File: config.mk
export PLATFORM = sky130hd
export DESIGN_NAME = line_position_error_estimator
export DESIGN_NICKNAME = d
export VERILOG_FILES = /design/src/rtl/lpee_pkg.sv /design/src/rtl/line_position_error_estimator.sv
export VERILOG_INCLUDE_DIRS = /design/src /design/src/rtl
export SDC_FILE = /design/constraint.sdc
export NUM_CORES = 1
export LEC_CHECK = 0
export BUFFER_PORTS_ARGS = -buffer_cell sky130_fd_sc_hd__buf_4
export CAP_MARGIN = 30
export CORE_ASPECT_RATIO = 1.5
export CORE_UTILIZATION = 45
export DETAILED_ROUTE_END_ITERATION = 8
export GPL_ROUTABILITY_DRIVEN = 0
export GPL_TIMING_DRIVEN = 0
export SLEW_MARGIN = 20
export SYNTH_ARGS = -nofsm -noshare
export SYNTH_HDL_FRONTEND = slang
export SYNTH_SLANG_ARGS = --single-unit
File: constraint.sdc
create_clock -name clk_i -period 26.5 [get_ports clk_i]
set_input_delay 2.65 -clock clk_i [delete_from_list [all_inputs] [get_ports clk_i]]
set_output_delay 2.65 -clock clk_i [all_outputs]
set_load 0.01 [all_outputs]
File: src/rtl/assert_macros.svh
// shared assertion macros, compiled out for synthesis
`ifndef ASSERT_MACROS_SVH
`define ASSERT_MACROS_SVH

`ifndef SYNTHESIS

// property must hold on every clock edge outside reset
`define ASSERT_PROP(label, clk, rst_n, prop, msg) \
  label: assert property (@(posedge clk) disable iff (!rst_n) prop) else $error(msg);

// condition must never be seen outside reset
`define ASSERT_NEVER(label, clk, rst_n, cond, msg) \
  label: assert property (@(posedge clk) disable iff (!rst_n) !(cond)) else $error(msg);

`else

`define ASSERT_PROP(label, clk, rst_n, prop, msg)
`define ASSERT_NEVER(label, clk, rst_n, cond, msg)

`endif

`endif

File: src/rtl/lpee_pkg.sv
package lpee_pkg;

  localparam int SensorCount = 12;
  localparam int ThreshBits  = 12;
  localparam int SlotBits    = 16;
  localparam int SlotCount   = 11;
  localparam int WeightBits  = SlotBits * SlotCount;
  localparam int ErrBits     = SlotBits + 1;
  localparam int OutBits     = 16;
  localparam int TimeBits    = 32;
  localparam int DelayBits   = 16;
  localparam int MaxErrBits  = 15;
  localparam int CfgDataBits = 64;
  localparam int CfgIdxBits  = 3;
  localparam int RuleCount   = 23;

  localparam logic [ThreshBits-1:0] ThreshReset = 12'd3000;
  localparam logic [DelayBits-1:0]  DelayReset  = 16'd100;
  localparam logic [3:0]            ZeroSlot    = 4'd11;

  // output clamp, symmetric around zero
  localparam logic signed [ErrBits-1:0] OutLimit = 17'sd32767;

  typedef enum logic [CfgIdxBits-1:0] {
    RegWeightsLow  = 3'd0,
    RegWeightsMid  = 3'd1,
    RegWeightsHigh = 3'd2,
    RegMaxError    = 3'd3,
    RegThreshold   = 3'd4,
    RegClearDelay  = 3'd5
  } cfg_reg_e;

  typedef enum logic [1:0] {
    SideClear = 2'd0,
    SideLeft  = 2'd1,
    SideRight = 2'd2
  } side_e;

  // sensor masks, S1 (L_max) in bit 0
  localparam logic [SensorCount-1:0] MLmax = 12'h001;
  localparam logic [SensorCount-1:0] ML4   = 12'h002;
  localparam logic [SensorCount-1:0] ML3   = 12'h004;
  localparam logic [SensorCount-1:0] ML2   = 12'h008;
  localparam logic [SensorCount-1:0] ML1   = 12'h010;
  localparam logic [SensorCount-1:0] MMid1 = 12'h020;
  localparam logic [SensorCount-1:0] MMid2 = 12'h040;
  localparam logic [SensorCount-1:0] MR1   = 12'h080;
  localparam logic [SensorCount-1:0] MR2   = 12'h100;
  localparam logic [SensorCount-1:0] MR3   = 12'h200;
  localparam logic [SensorCount-1:0] MR4   = 12'h400;
  localparam logic [SensorCount-1:0] MRmax = 12'h800;

  typedef struct packed {
    logic [SensorCount-1:0] need;
    logic [3:0]             slot;
    logic                   neg;
  } rule_t;

  // first match wins, entry 0 has top priority
  localparam rule_t Rules [RuleCount] = '{
    '{need: MMid1 | MMid2 | ML1, slot: 4'd0,   neg: 1'b0},
    '{need: MMid1 | MMid2 | MR1, slot: 4'd0,   neg: 1'b1},
    '{need: MMid1 | MMid2,       slot: ZeroSlot, neg: 1'b0},
    '{need: MR2 | MR1 | MMid2,   slot: 4'd2,   neg: 1'b1},
    '{need: ML2 | ML1 | MMid1,   slot: 4'd2,   neg: 1'b0},
    '{need: MR1 | MMid2,         slot: 4'd1,   neg: 1'b1},
    '{need: ML1 | MMid1,         slot: 4'd1,   neg: 1'b0},
    '{need: MR1 | MR2 | MR3,     slot: 4'd4,   neg: 1'b1},
    '{need: ML1 | ML2 | ML3,     slot: 4'd4,   neg: 1'b0},
    '{need: MR1 | MR2,           slot: 4'd3,   neg: 1'b1},
    '{need: ML1 | ML2,           slot: 4'd3,   neg: 1'b0},
    '{need: MR2 | MR3 | MR4,     slot: 4'd6,   neg: 1'b1},
    '{need: ML2 | ML3 | ML4,     slot: 4'd6,   neg: 1'b0},
    '{need: MR2 | MR3,           slot: 4'd5,   neg: 1'b1},
    '{need: ML2 | ML3,           slot: 4'd5,   neg: 1'b0},
    '{need: MR3 | MR4 | MRmax,   slot: 4'd8,   neg: 1'b1},
    '{need: ML3 | ML4 | MLmax,   slot: 4'd8,   neg: 1'b0},
    '{need: MR3 | MR4,           slot: 4'd7,   neg: 1'b1},
    '{need: ML3 | ML4,           slot: 4'd7,   neg: 1'b0},
    '{need: MR4 | MRmax,         slot: 4'd9,   neg: 1'b1},
    '{need: ML4 | MLmax,         slot: 4'd9,   neg: 1'b0},
    '{need: MRmax,               slot: 4'd10,  neg: 1'b1},
    '{need: MLmax,               slot: 4'd10,  neg: 1'b0}
  };

  // clamp a 17-bit error into the 16-bit output range
  function automatic logic signed [OutBits-1:0] sat_err(logic signed [ErrBits-1:0] v);
    logic signed [ErrBits-1:0] c;
    if (v > OutLimit) begin
      c = OutLimit;
    end else if (v < -OutLimit) begin
      c = -OutLimit;
    end else begin
      c = v;
    end
    return c[OutBits-1:0];
  endfunction

endpackage

File: src/rtl/line_position_error_estimator.sv
// channel   | direction | handshake                | payload
// ----------+-----------+--------------------------+------------------------------------------
// in        | sink      | in_valid_i / in_stall_o  | left_outer, left_inner, right_inner,
//           |           |                          | right_outer, now_ms
// out       | source    | out_valid_o / out_stall_i| position_error, line_lost, remembered_side
// cfg       | sink      | cfg_we_i (no wait)       | cfg_index_i, cfg_data_i
//
// one beat per cycle sustained while out_stall_i is low, via the input and result registers
// the per-beat path is the threshold compare bank, the rule priority select and the
// side/time update, all between the input register and the result register
// rst_ni is asynchronous active low: clears valids, side, saved time and previous error,
// config goes to weights 0, threshold 3000, clear delay 100 ms
// a stalled result holds the result register; the input register then holds too and
// in_stall_o rises only while both stages are full and the output is stalled
`include "assert_macros.svh"

module line_position_error_estimator #(
  parameter int SAMPLE_BITS = 12
) (
  input  logic                                    clk_i,
  input  logic                                    rst_ni,

  // config write port
  input  logic                                    cfg_we_i,
  input  logic [lpee_pkg::CfgIdxBits-1:0]         cfg_index_i,
  input  logic [lpee_pkg::CfgDataBits-1:0]        cfg_data_i,

  // input beat
  input  logic                                    in_valid_i,
  output logic                                    in_stall_o,
  input  logic [3*SAMPLE_BITS-1:0]                left_outer_i,
  input  logic [3*SAMPLE_BITS-1:0]                left_inner_i,
  input  logic [3*SAMPLE_BITS-1:0]                right_inner_i,
  input  logic [3*SAMPLE_BITS-1:0]                right_outer_i,
  input  logic [lpee_pkg::TimeBits-1:0]           now_ms_i,

  // result beat
  output logic                                    out_valid_o,
  input  logic                                    out_stall_i,
  output logic signed [lpee_pkg::OutBits-1:0]     position_error_o,
  output logic                                    line_lost_o,
  output logic [1:0]                              remembered_side_o
);

  localparam int SampleAll = lpee_pkg::SensorCount * SAMPLE_BITS;
  localparam int CmpW      = (SAMPLE_BITS > lpee_pkg::ThreshBits) ? SAMPLE_BITS
                                                                  : lpee_pkg::ThreshBits;

  // ---------------------------------------------------------------- config registers
  logic [63:0]                          weights_low_q;
  logic [63:0]                          weights_mid_q;
  logic [47:0]                          weights_high_q;
  logic [lpee_pkg::MaxErrBits-1:0]      max_error_q;
  logic [lpee_pkg::ThreshBits-1:0]      threshold_q;
  logic [lpee_pkg::DelayBits-1:0]       clear_delay_q;

  always_ff @(posedge clk_i or negedge rst_ni) begin
    if (!rst_ni) begin
      weights_low_q  <= '0;
      weights_mid_q  <= '0;
      weights_high_q <= '0;
      max_error_q    <= '0;
      threshold_q    <= lpee_pkg::ThreshReset;
      clear_delay_q  <= lpee_pkg::DelayReset;
    end else if (cfg_we_i) begin
      unique case (cfg_index_i)
        lpee_pkg::RegWeightsLow:  weights_low_q  <= cfg_data_i;
        lpee_pkg::RegWeightsMid:  weights_mid_q  <= cfg_data_i;
        lpee_pkg::RegWeightsHigh: weights_high_q <= cfg_data_i[47:0];
        lpee_pkg::RegMaxError:    max_error_q    <= cfg_data_i[lpee_pkg::MaxErrBits-1:0];
        lpee_pkg::RegThreshold:   threshold_q    <= cfg_data_i[lpee_pkg::ThreshBits-1:0];
        lpee_pkg::RegClearDelay:  clear_delay_q  <= cfg_data_i[lpee_pkg::DelayBits-1:0];
        default: ;  // unused indexes are dropped
      endcase
    end
  end

  // ---------------------------------------------------------------- handshake
  logic in_valid_q;
  logic out_valid_q;
  logic in_fire;
  logic advance;  // input stage moves into the result stage

  assign advance    = in_valid_q && !(out_valid_q && out_stall_i);
  assign in_stall_o = in_valid_q && out_valid_q && out_stall_i;
  assign in_fire    = in_valid_i && !in_stall_o;

  always_ff @(posedge clk_i or negedge rst_ni) begin
    if (!rst_ni) begin
      in_valid_q  <= 1'b0;
      out_valid_q <= 1'b0;
    end else begin
      in_valid_q  <= in_fire || (in_valid_q && !advance);
      out_valid_q <= advance || (out_valid_q && out_stall_i);
    end
  end

  // ---------------------------------------------------------------- input register
  logic [SampleAll-1:0]          samples_q;
  logic [lpee_pkg::TimeBits-1:0] now_q;

  always_ff @(posedge clk_i) begin
    if (in_fire) begin
      // S1 in the low bits, S12 in the high bits
      samples_q <= {right_outer_i, right_inner_i, left_inner_i, left_outer_i};
      now_q     <= now_ms_i;
    end
  end

  // ---------------------------------------------------------------- detection
  logic [lpee_pkg::SensorCount-1:0] det;

  always_comb begin
    for (int k = 0; k < lpee_pkg::SensorCount; k++) begin
      det[k] = CmpW'(samples_q[k*SAMPLE_BITS +: SAMPLE_BITS]) > CmpW'(threshold_q);
    end
  end

  // ---------------------------------------------------------------- rule priority
  logic       hit;
  logic [3:0] hit_slot;
  logic       hit_neg;

  // walk from lowest priority up so the first matching rule wins
  always_comb begin
    hit      = 1'b0;
    hit_slot = lpee_pkg::ZeroSlot;
    hit_neg  = 1'b0;
    for (int r = lpee_pkg::RuleCount - 1; r >= 0; r--) begin
      if ((det & lpee_pkg::Rules[r].need) == lpee_pkg::Rules[r].need) begin
        hit      = 1'b1;
        hit_slot = lpee_pkg::Rules[r].slot;
        hit_neg  = lpee_pkg::Rules[r].neg;
      end
    end
  end

  // weight lookup, the centre-only slot reads as zero
  logic [lpee_pkg::WeightBits-1:0] weight_cat;
  logic [lpee_pkg::SlotBits-1:0]   hit_weight;
  logic [lpee_pkg::SlotBits-1:0]   w5;

  assign weight_cat = {weights_high_q, weights_mid_q, weights_low_q};
  assign w5         = weights_mid_q[31:16];

  always_comb begin
    if (hit_slot < lpee_pkg::ZeroSlot) begin
      hit_weight = weight_cat[{hit_slot, 4'b0000} +: lpee_pkg::SlotBits];
    end else begin
      hit_weight = '0;
    end
  end

  logic signed [lpee_pkg::ErrBits-1:0] err;
  logic signed [lpee_pkg::ErrBits-1:0] w5_s;

  assign w5_s = $signed({1'b0, w5});
  assign err  = hit_neg ? -$signed({1'b0, hit_weight}) : $signed({1'b0, hit_weight});

  // ---------------------------------------------------------------- state update
  logic signed [lpee_pkg::ErrBits-1:0]  prev_err_q, prev_err_d;
  lpee_pkg::side_e                      side_q, side_d;
  logic [lpee_pkg::TimeBits-1:0]        big_time_q, big_time_d;
  logic [lpee_pkg::TimeBits-1:0]        clear_at;
  logic signed [lpee_pkg::OutBits-1:0]  result_err;

  always_comb begin
    prev_err_d = prev_err_q;
    side_d     = side_q;
    big_time_d = big_time_q;
    clear_at   = '0;
    if (!hit) begin
      // line lost: steer toward the remembered side, else repeat the last error
      unique case (side_q)
        lpee_pkg::SideLeft: begin
          big_time_d = now_q;
          result_err = lpee_pkg::sat_err($signed({2'b00, max_error_q}));
        end
        lpee_pkg::SideRight: begin
          big_time_d = now_q;
          result_err = lpee_pkg::sat_err(-$signed({2'b00, max_error_q}));
        end
        default: begin
          result_err = lpee_pkg::sat_err(prev_err_q);
        end
      endcase
    end else begin
      if (err > w5_s) begin
        side_d     = lpee_pkg::SideLeft;
        big_time_d = now_q;
      end else if (err < -w5_s) begin
        side_d     = lpee_pkg::SideRight;
        big_time_d = now_q;
      end
      // wrapping sum, compared as unsigned
      clear_at = big_time_d + lpee_pkg::TimeBits'(clear_delay_q);
      if (clear_at < now_q) begin
        side_d = lpee_pkg::SideClear;
      end
      prev_err_d = err;
      result_err = lpee_pkg::sat_err(err);
    end
  end

  always_ff @(posedge clk_i or negedge rst_ni) begin
    if (!rst_ni) begin
      prev_err_q <= '0;
      side_q     <= lpee_pkg::SideClear;
      big_time_q <= '0;
    end else if (advance) begin
      prev_err_q <= prev_err_d;
      side_q     <= side_d;
      big_time_q <= big_time_d;
    end
  end

  // ---------------------------------------------------------------- result register
  logic signed [lpee_pkg::OutBits-1:0] out_err_q;
  logic                                out_lost_q;
  logic [1:0]                          out_side_q;

  always_ff @(posedge clk_i) begin
    if (advance) begin
      out_err_q  <= result_err;
      out_lost_q <= !hit;
      out_side_q <= side_d;
    end
  end

  assign out_valid_o       = out_valid_q;
  assign position_error_o  = out_err_q;
  assign line_lost_o       = out_lost_q;
  assign remembered_side_o = out_side_q;

  // ---------------------------------------------------------------- assertions
  logic signed [lpee_pkg::OutBits-1:0] prev_sat;
  assign prev_sat = lpee_pkg::sat_err(prev_err_q);

  // the shown side is always the side the state now holds
  `ASSERT_PROP(side_matches_state, clk_i, rst_ni,
    out_valid_q |-> (out_side_q == side_q), "result side differs from held side")

  // lost with no side remembered repeats the held previous error
  `ASSERT_PROP(lost_repeats_prev, clk_i, rst_ni,
    (out_valid_q && out_lost_q && (out_side_q == lpee_pkg::SideClear)) |->
    (out_err_q == prev_sat), "lost beat did not repeat previous error")

  // a waiting input beat reaches the result stage whenever that stage is free
  `ASSERT_PROP(input_moves_on, clk_i, rst_ni,
    (in_valid_q && !(out_valid_q && out_stall_i)) |=> out_valid_q,
    "input beat not moved into result stage")

endmodule

==> metrics.cfg, run 1 <==
[clock_network]
post-cts-setup-buffers = 0
htreeDepth = 2
postCtsHoldBufs = 0
cts_tree = done
cts.path.max_buffers = 3
ctsResizeCount = 0
clk_latency_ns = 0.61
cts_root_buf = clkbuf_16
cts_buffers = 48
clkSlewWorstSetupHoldPaths_ns = 0.06
numClockSinks = 467

[layout]
fin_area_um2 = 30870
instances_no_fill = 3402
fin_nets = 3077
layout_commonest_cell = buf_4
layout-area-overhead-vs-synth_pct = 18.46
final_cell_mix = buf_4, dfrtp_1, ha_1, mux2_2, edfxtp_1
drive_above_1_share = 0.2407

[place]
dp_cells = 3312
dpl.hpwl_mm = 60.35
port_buffers = 268
postPlaceCellArea_um2 = 29250

[sta]
finalSetupTns_ns = 0
period_share = 0.6214
relSlewSlack = 0.3553
tightest_slew_ns = 0.9597
slew_violations = 0
grt_setup_unrepaired = no
finalSetupViolCount = 0
period_minus_slack_ns = 16.47
fin_skew_ns = 0.01603
hold-worst-slack_ns = 0.4827
hold_violations = 0
clock.fmax_mhz = 60.73

[detailed_routing]
via_count = 19740
dr.first_iter.drc_count = 1132
drc = 0
routed_wl_mm = 78.46
routed_via_density = 5.802
dr.pass1.iters = 6
wl_per_cell_um = 23.06
ant_nets = 0

[floorplan]
start_util = 0.4568
fp.dieArea_um2 = 58890
die_x_um = 198.5
die_height_um = 296.7
core_area_um2 = 57030
io_pins = 269
rows = 107

[status]
status = finished, final reports clean

[yosys]
syn_nets = 2749
synthMuxAreaShare = 0.1189
syn_inst = 2271
ys_ff_latch = 467
yosys.cell_types.count = 90
synth_fa_ha_area_frac = 0.1107
synth_compound_area_frac = 0.1319
synth_xor_xnor_area_share = 0.02219
synth.yosys.seq_area_share = 0.4865
ys_warn_count = 0
syn_avg_cell_area_um2 = 11.47
netlist_area_um2 = 26050
synthArstFlopShare = 0.5824
synth_ff_type = dfrtp_1
synth_simple_gate_area_frac = 0.09777
synth_edf_count = 195
synth_top_family_by_area = compound AO/OA/AOI/OAI gates

[setup_path]
crit_required_ns = 26.86
setup.worst_path.start_class = flip-flop
worstReg2RegStart = threshold_q[3]$_DFFE_PN1P_
slowest_delay_ns = 0.80
worstPathArrival_ns = 16.82
end_kind = flip-flop
crit_fanout = 13
crit_type = reg2reg
crit_slowest_cell = a31oi_1
reg2reg_depth = 65
r2r_setup_slack_ns = 10.03
cp_common_cell = a21oi_1
reg2reg_to = remembered_side_o[0]$_DFFE_PP_

[min_path]
hp-start = big_time_q[3]$_DFFE_PN0P_
holdPathEnd = big_time_q[3]$_DFFE_PN0P_
worstHoldPathCells = 1
min_path_type = reg2reg

[power]
p_seq_frac = 0.229
leakagePower_nw = 13.05
switching_power_mw = 2.007
power_mw = 4.516
power_density_nw_per_um2 = 146.3
internal_power_mw = 2.508
power_frac_comb = 0.617
vdd_drop_max_uv = 99.75
clkPwrFrac = 0.155
switching_share = 0.4445

[run]
max-cap-violations = 0

[global_route]
grt_pass1_wl_mm = 118.5
grt_max_degree = 96
grt_pass1_vias = 20640
grt_use_total = 0.2678
antenna_found_initial = 2
grt_overflow = 0

synth_stat cells, types with 35 or more instances:
cell	n	area, um^2
a21o_1	35	262.8
a21oi_1	128	640.6
clkbuf_1	50	187.7
dfrtp_1	262	6556
edfxtp_1	195	5856
ha_1	229	2865
inv_1	123	461.7
mux2_2	224	2522
nand2_1	186	698.2
nand3_1	51	255.2
nand4_1	51	319.1
nor2_1	82	307.8
o21ai_0	110	550.5
xnor2_1	42	367.9
flip-flops by register name, indices dropped and copies added (netlist names), 12 cells and up:
register          flops
clear_delay_q        16
weights_low_q        64
threshold_q          12
position_error_o     16
samples_q           144
big_time_q           32
max_error_q          15
weights_mid_q        64
weights_high_q       48
now_q                32
prev_err_q           17
logic make-up after synthesis:
family | Yosys count
multiplexers | 278
XOR/XNOR | 66
flip-flops | 467
AND/OR/NAND/NOR | 513
AO/OA/AOI/OAI | 512
adder cells (fa/ha/maj) | 230
buffers and inverters | 205
how the worst max path moves through the flow:
stage	end	startpoint	cells after the start	slack [ns]
floorplan	remembered_side_o[0]$_DFFE_PP_	threshold_q[5]$_DFFE_PN1P_	66	13.67
global placement	remembered_side_o[0]$_DFFE_PP_	threshold_q[3]$_DFFE_PN1P_	65	10.19
detailed placement	remembered_side_o[0]$_DFFE_PP_	threshold_q[3]$_DFFE_PN1P_	65	10.17
CTS	remembered_side_o[0]$_DFFE_PP_	threshold_q[3]$_DFFE_PN1P_	65	10.08
global route	remembered_side_o[0]$_DFFE_PP_	threshold_q[3]$_DFFE_PN1P_	66	9.08
finish	remembered_side_o[0]$_DFFE_PP_	threshold_q[3]$_DFFE_PN1P_	65	10.03
metal layers:
layer	routed length, um	vias up	global-route usage	part of all wire
met5	28	-	0	0.00036
met4	5135	4	0.1608	0.065
met3	4832	246	0.05212	0.062
met2	40060	733	0.4821	0.51
met1	28400	9602	0.2855	0.36
li1	-	9155	-	-
through the flow:
| stage | setup WS, ns | util |
|---|---|---|
| floorplan | 13.67 | - |
| global placement | 10.19 | 0.5089 |
| detailed placement | 10.17 | 0.5128 |
| CTS | 10.08 | 0.5412 |
| global route | 9.080 | 0.5412 |
| finish | 10.03 | 0.5412 |
worst max-delay path, delay by kind of cell (launching register included):
kind / cells / cell delay (ns)
AND/OR/NAND/NOR: 6 / 0.78
flip-flops: 1 / 0.51
buffers and inverters: 7 / 2.20
AO/OA/AOI/OAI: 43 / 9.59
multiplexers: 2 / 0.83
adder cells (fa/ha/maj): 6 / 2.03
XOR/XNOR: 1 / 0.20
power groups by stage:
stage	clock network, mW	registers, mW	logic [mW]
floorplan	0	1.02	1.99
global placement	0	1.04	2.70
detailed placement	0	1.04	2.76
CTS	0.713	1.03	2.78
global route	0.739	1.05	3.08
finish	0.699	1.03	2.78
area by class of cell:
cell class              instances  area (um^2)
flip-flops and latches        467        12670
diodes                          1        2.502
clock buffers                  62         1358
repair buffers                278         2223
multi-input cells            1599        12560
clock inverters                27        260.3
fillers                      5024        26170
inverters                     125        469.2
plain buffers                  80        365.4
well taps                     763        954.7
No activity file was read; power rests on OpenSTA's default activity.
==> inputs of run 2 (changes only) <==
==> constraint.sdc (replaced) <==
create_clock -name clk_i -period 15.95 [get_ports clk_i]
set_input_delay 1.595 -clock clk_i [delete_from_list [all_inputs] [get_ports clk_i]]
set_output_delay 1.595 -clock clk_i [all_outputs]
set_load 0.01 [all_outputs]
==> run 2 against run 1 <==
  * Sequential cell count did not move
  * Die area did not move
  * Routed wire length rose by 0.55%
  * Critical path depth did not move
  * Worst hold slack barely moved
  * Clock power rose by 66%
  * Critical endpoint unchanged
  * Cell area rose by 1.8%
  * Sequential share of layout area fell by 0.71 points
  * Core utilization rose by 0.95 points
  * Register-to-register slack got worse by 9.3 ns
==> metrics.cfg, run 2 (synthesis gave the netlist of run 1 again) <==
[status]
status = finished, final reports clean

[power]
vdd_drop_max_uv = 171.2  ; +72%
leakagePower_nw = 13.25  ; +1.5%
power_density_nw_per_um2 = 242.2  ; +66%
power_mw = 7.606  ; +68%

[sta]
setup_ws_ns = 0.7235  ; -9.310 ns
period_minus_slack_ns = 15.23  ; -1.240 ns
slew_violations = 0  ; unchanged
hold_violations = 0  ; unchanged
fin_skew_ns = 0.01561  ; -0.0004227 ns
relSlewSlack = 0.3338  ; -0.02149
period_share = 0.9546  ; +0.3333
grt_setup_unrepaired = no
tightest_slew_ns = 0.9917  ; +0.03199 ns
clock.fmax_mhz = 65.67  ; +8.1%
finalSetupViolCount = 0  ; unchanged

[setup_path]
endpoint = remembered_side_o[0]$_DFFE_PP_
reg2reg_depth = 65  ; unchanged
worstSetupStartpoint = threshold_q[7]$_DFFE_PN1P_
crit_fanout = 10  ; -3
worstReg2RegStart = threshold_q[7]$_DFFE_PN1P_
setup.worst_path.start_class = flip-flop
cp_common_cell = a21oi_1
worstPathArrival_ns = 15.58  ; -1.24 ns
crit_slowest_cell = dfstp_2
reg2reg_to = remembered_side_o[0]$_DFFE_PP_
slowest_delay_ns = 0.54  ; -0.26 ns
crit_required_ns = 16.30  ; -10.56 ns
r2r_setup_slack_ns = 0.72  ; -9.31 ns
crit_type = reg2reg
end_kind = flip-flop

[floorplan]
start_util = 0.4568  ; unchanged
rows = 107  ; unchanged
die_height_um = 296.7  ; unchanged
die_x_um = 198.5  ; unchanged
io_pins = 269  ; unchanged
fp.dieArea_um2 = 58890  ; unchanged
core_area_um2 = 57030  ; unchanged

[clock_network]
clkSlewWorstSetupHoldPaths_ns = 0.06  ; about the same
htreeDepth = 2  ; unchanged
numClockSinks = 467  ; unchanged
cts_root_buf = clkbuf_16
postCtsHoldBufs = 0  ; unchanged
cts.path.max_buffers = 3  ; unchanged
cts_tree = done
cts_buffers = 48  ; unchanged
clk_latency_ns = 0.60  ; about the same

[global_route]
globalRouteMet1Util = 0.2865  ; +0.0009792
grt_busiest_layer = met2
met3_usage = 0.05269  ; +0.0005677
grt_overflow = 0  ; unchanged
grt_max_degree = 96  ; unchanged
grt_use_met2 = 0.4834  ; +0.001253
grt_pass1_wl_mm = 118.7  ; +0.23%
antenna_found_initial = 2  ; unchanged
grt_pass1_vias = 20700  ; +0.30%
grt_use_total = 0.2684  ; +0.0005893

[layout]
fin_nets = 3114  ; +1.2%
layout-area-overhead-vs-synth_pct = 20.55
final_cell_mix = buf_4, dfrtp_1, ha_1, mux2_2, edfxtp_1
top_register = samples_q
reg_top3 = samples_q (144), weights_low_q (64), weights_mid_q (64)
layout_commonest_cell = buf_4
fin_area_um2 = 31410  ; +1.8%
largest_reg_flops = 144  ; unchanged
drive_above_1_share = 0.2613  ; +0.02060

[detailed_routing]
drc = 0  ; unchanged
routed_wl_mm = 78.89  ; +0.55%
routed_via_density = 5.782  ; -0.35%
dr.pass1.iters = 7  ; +1
wl_per_cell_um = 22.94  ; -0.54%
ant_nets = 0  ; unchanged
dr.first_iter.drc_count = 1131  ; -0.088%
via_count = 19890  ; +0.73%

[min_path]
min_path_type = reg2reg

[place]
postPlaceCellArea_um2 = 29250  ; unchanged
dpl.hpwl_mm = 60.35  ; unchanged
pre_cts_ws_ns = -0.3832  ; -10.55 ns
port_buffers = 268  ; unchanged

[run]
max-cap-violations = 0  ; unchanged

## run 2: cell count changes in the layout (fill, tap and decap cells not counted), moves of 2 or more
cell and change:
buf_12 +11, a31oi_2 +3, buf_4 +26, a31oi_1 -4
buf_2 -2, clkbuf_4 +2, inv_1 -11, clkinvlp_4 +11
clkbuf_2 +3, clkbuf_1 -3
## run 2: timing repair
| action | CTS | global route |
|---|---|---|
| pin swaps | 0 | 2 |
| endpoints found under the setup margin | 4 | 4 |
| buffers inserted | 8 | 29 |
| gates resized for setup | 12 | 22 |
## run 2: power by group
| group | total [mW] | switching [mW] | internal, mW |
|---|---|---|---|
| logic | 4.73 | 2.71 | 2.02 |
| clock network | 1.16 | 0.493 | 0.667 |
| registers | 1.72 | 0.164 | 1.56 |
| total | 7.61 | 3.36 | 4.24 |
## run 2: cell type report
cell class | instances | area, um^2
plain buffers | 80 | 374.1
well taps | 763 | 954.7
clock buffers | 62 | 1358
inverters | 125 | 510.5
diodes | 1 | 2.502
fillers | 4984 | 25620
clock inverters | 27 | 260.3
multi-input cells | 1599 | 12630
flip-flops and latches | 467 | 12680
repair buffers | 315 | 2639
## run 2: worst min path at each step
stage                                     startpoint                    endpoint  slack (ns)  depth (start not counted)
after CTS                 big_time_q[13]$_DFFE_PN0P_  big_time_q[13]$_DFFE_PN0P_        0.49                          1
final                      big_time_q[3]$_DFFE_PN0P_   big_time_q[3]$_DFFE_PN0P_        0.48                          1
after detailed placement   big_time_q[3]$_DFFE_PN0P_   big_time_q[3]$_DFFE_PN0P_        0.48                          1
after global placement     big_time_q[1]$_DFFE_PN0P_   big_time_q[1]$_DFFE_PN0P_        0.47                          1
after global routing       big_time_q[3]$_DFFE_PN0P_   big_time_q[3]$_DFFE_PN0P_        0.50                          1
after floorplan           big_time_q[10]$_DFFE_PN0P_  big_time_q[10]$_DFFE_PN0P_        0.45                          1
## run 2: stage by stage
step	utilization	hold slack, ns	std cells	TNS (ns)
floorplan	-	0.4541	2271	0
global placement	0.5089	0.4654	3302	-0.9717
detailed placement	0.5128	0.4750	3312	-1.146
CTS	0.5435	0.4889	3409	0
global route	0.5507	0.5026	3438	0
finish	0.5507	0.4824	3439	0
## run 2: layer usage
| metal | vias to the layer above | wire length [um] |
|---|---|---|
| met2 | 729 | 40680 |
| met4 | 4 | 4809 |
| met3 | 243 | 4657 |
| li1 | 9225 | - |
| met1 | 9684 | 28710 |
| met5 | - | 32 |
## run 2: critical path, delay by kind of cell, from the launching register on
family / cells / cell delay, ns
simple gates: 7 / 1.13
buf+inv: 7 / 1.55
xor+xnor: 1 / 0.19
compound gates: 42 / 8.99
flops: 1 / 0.54
fa+ha+maj: 6 / 1.83
mux: 2 / 0.71
==> inputs of run 3 (changes only) <==
--- a/config.mk
+++ b/config.mk
@@ -13,6 +13,7 @@
 export DETAILED_ROUTE_END_ITERATION = 8
 export GPL_ROUTABILITY_DRIVEN = 0
 export GPL_TIMING_DRIVEN = 0
+export RECOVER_POWER = 50
 export SLEW_MARGIN = 20
 export SYNTH_ARGS = -nofsm -noshare
 export SYNTH_HDL_FRONTEND = slang
==> run 3 against run 2 <==
  * The run now ends with capacitance limit, slew limit left
  * Cell area is 0.43% lower
  * Global-route usage unchanged
  * Count of clock-buffer cells in the layout unchanged
  * Worst hold slack hardly changed
  * Via count up 0.11%
  * Highest routed layer unchanged
==> metrics.cfg, run 3 (synthesis gave the netlist of run 1 again) <==
[status]
status = complete, but fails checks
failed_checks = capacitance limit, slew limit

[setup_path]
crit_fanout = 10  ; unchanged
worstPathArrival_ns = 15.56  ; -0.02 ns
crit_slowest_cell = xnor2_1
slowest_delay_ns = 0.59  ; +0.05 ns
reg2reg_depth = 64  ; -1.5%
reg2reg_to = remembered_side_o[0]$_DFFE_PP_
worstReg2RegStart = threshold_q[5]$_DFFE_PN1P_
cp_common_cell = a21oi_1
crit_type = reg2reg
end_kind = flip-flop
crit_required_ns = 16.31  ; about the same
r2r_setup_slack_ns = 0.74  ; +0.02 ns
setup.worst_path.start_class = flip-flop

[clock_network]
postCtsHoldBufs = 0  ; unchanged
cts_tree = done
cts_buffers = 48  ; unchanged
numClockSinks = 467  ; unchanged
clkSlewWorstSetupHoldPaths_ns = 0.06  ; about the same
clk_latency_ns = 0.61  ; about the same
htreeDepth = 2  ; unchanged
cts_root_buf = clkbuf_16
cts.path.max_buffers = 3  ; unchanged

[detailed_routing]
via_count = 19910  ; +0.11%
routed_wl_mm = 78.84  ; about the same
dr.pass1.iters = 6  ; -1
dr.first_iter.drc_count = 1148  ; +1.5%
routed_via_density = 5.787  ; about the same
wl_per_cell_um = 22.92  ; about the same
ant_nets = 0  ; unchanged
drc = 0  ; unchanged

[sta]
tightest_slew_ns = 3.592  ; +2.600 ns
relSlewSlack = -1.394  ; -1.728
fin_skew_ns = 0.01690  ; +0.001294 ns
grt_setup_unrepaired = no
period_minus_slack_ns = 15.21  ; -0.02020 ns
hold-worst-slack_ns = 0.4826  ; +0.0001920 ns
hold_violations = 0  ; unchanged
period_share = 0.9534  ; -0.001266
finalSetupViolCount = 0  ; unchanged
clock.fmax_mhz = 65.76  ; +0.13%
slew_violations = 289  ; +289

[floorplan]
rows = 107  ; unchanged
start_util = 0.4568  ; unchanged
fp.dieArea_um2 = 58890  ; unchanged
die_height_um = 296.7  ; unchanged
die_x_um = 198.5  ; unchanged
io_pins = 269  ; unchanged
core_area_um2 = 57030  ; unchanged

[global_route]
grt_pass1_wl_mm = 118.7  ; unchanged
grt_overflow = 0  ; unchanged
grt_pass1_vias = 20700  ; unchanged
grt_use_total = 0.2684  ; unchanged
grt_max_degree = 96  ; unchanged
antenna_found_initial = 3  ; +1

[power]
switching_share = 0.4426  ; about the same
clkPwrFrac = 0.153  ; about the same
power_frac_comb = 0.621  ; about the same
vdd_drop_max_uv = 172.0  ; +0.42%
switching_power_mw = 3.366  ; about the same
p_seq_frac = 0.226  ; about the same
internal_power_mw = 4.238  ; -0.11%
power_density_nw_per_um2 = 243.1  ; +0.40%
leakagePower_nw = 13.13  ; -0.89%

[layout]
drive_above_1_share = 0.2561  ; -0.005234
reg_top3 = samples_q (144), weights_low_q (64), weights_mid_q (64)
utilization = 0.5483  ; -0.002392
final_cell_mix = dfrtp_1, ha_1, mux2_2, edfxtp_1, nand2_1
fin_nets = 3114  ; unchanged
largest_reg_flops = 144  ; unchanged
top_register = samples_q
layout-area-overhead-vs-synth_pct = 20.02
layout_commonest_cell = dfrtp_1

[run]
max-cap-violations = 5  ; +5

[place]
dpl.hpwl_mm = 60.35  ; unchanged
port_buffers = 268  ; unchanged

[min_path]
min_path_type = reg2reg
holdPathEnd = big_time_q[3]$_DFFE_PN0P_
hp-start = big_time_q[3]$_DFFE_PN0P_
worstHoldPathCells = 1  ; unchanged

run 3: repair_timing:
action,in CTS,in global routing
setup buffers,8,29
pin swaps,0,2
setup endpoints to repair,4,4
hold endpoints to repair,0,0
gates resized for setup,12,22
run 3: per-layer routing:
metal / up-vias / part of all wire / wire length (um) / track usage
li1: 9222 / - / - / -
met1: 9738 / 0.36 / 28620 / 0.2865
met2: 704 / 0.52 / 40740 / 0.4834
met3: 236 / 0.059 / 4688 / 0.05269
met4: 6 / 0.060 / 4738 / 0.1592
met5: - / 0.00058 / 46 / 0
run 3: worst max-delay path by stage:
| stage | from | end | slack, ns | cells past startpoint |
|---|---|---|---|---|
| 2_1_floorplan | threshold_q[5]$_DFFE_PN1P_ | remembered_side_o[0]$_DFFE_PP_ | 3.12 | 66 |
| 3_3_place_gp | threshold_q[3]$_DFFE_PN1P_ | remembered_side_o[0]$_DFFE_PP_ | -0.36 | 65 |
| 3_5_place_dp | threshold_q[3]$_DFFE_PN1P_ | remembered_side_o[0]$_DFFE_PP_ | -0.38 | 65 |
| 4_1_cts | threshold_q[4]$_DFFE_PN1P_ | remembered_side_o[0]$_DFFE_PP_ | 0.07 | 65 |
| 5_1_grt | threshold_q[5]$_DFFE_PN1P_ | remembered_side_o[0]$_DFFE_PP_ | 0.02 | 66 |
| 6_report | threshold_q[5]$_DFFE_PN1P_ | remembered_side_o[0]$_DFFE_PP_ | 0.74 | 64 |
run 3: cell type report:
cell class / count / area (um^2)
multi-input combinational: 1599 / 12630
sequential: 467 / 12680
clock buffer: 62 / 1358
clock inverter: 27 / 260.3
antenna: 2 / 5.005
fill: 4997 / 25760
buffer: 80 / 374.1
tap: 763 / 954.7
timing repair buffer: 315 / 2502
inverter: 125 / 510.5
run 3: through the flow:
| step | area (um^2) | power (mW) | instances | setup TNS, ns | worst slack (ns) |
|---|---|---|---|---|---|
| 6_report | 31270 | 7.603 | 3440 | 0 | 0.7437 |
| 5_1_grt | 31270 | 8.181 | 3438 | 0 | 0.02344 |
| 4_1_cts | 31000 | 7.541 | 3409 | 0 | 0.07221 |
| 3_5_place_dp | 29250 | 6.323 | 3312 | -1.146 | -0.3832 |
| 3_3_place_gp | 29020 | 6.213 | 3302 | -0.9717 | -0.3625 |
| 2_1_floorplan | 26060 | 4.996 | 2271 | 0 | 3.123 |
run 3: power groups by stage:
stage               combinational, mW  clock [mW]  sequential, mW
floorplan                        3.30           0            1.69
global placement                 4.48           0            1.73
global route                     5.21        1.23            1.75
detailed placement               4.59           0            1.74
finish                           4.72        1.16            1.72
CTS                              4.64        1.19            1.72
run 3: critical path: cells and delay by family, from the launching register on:
kind	cells	cell delay [ns]
buffers and inverters	8	1.70
xor gates and xnor gates	2	0.78
and+or+nand+nor	5	0.94
muxes	2	0.72
AOI/OAI and AO/OA	41	8.39
DFF	1	0.55
adders and majority gates	6	1.85
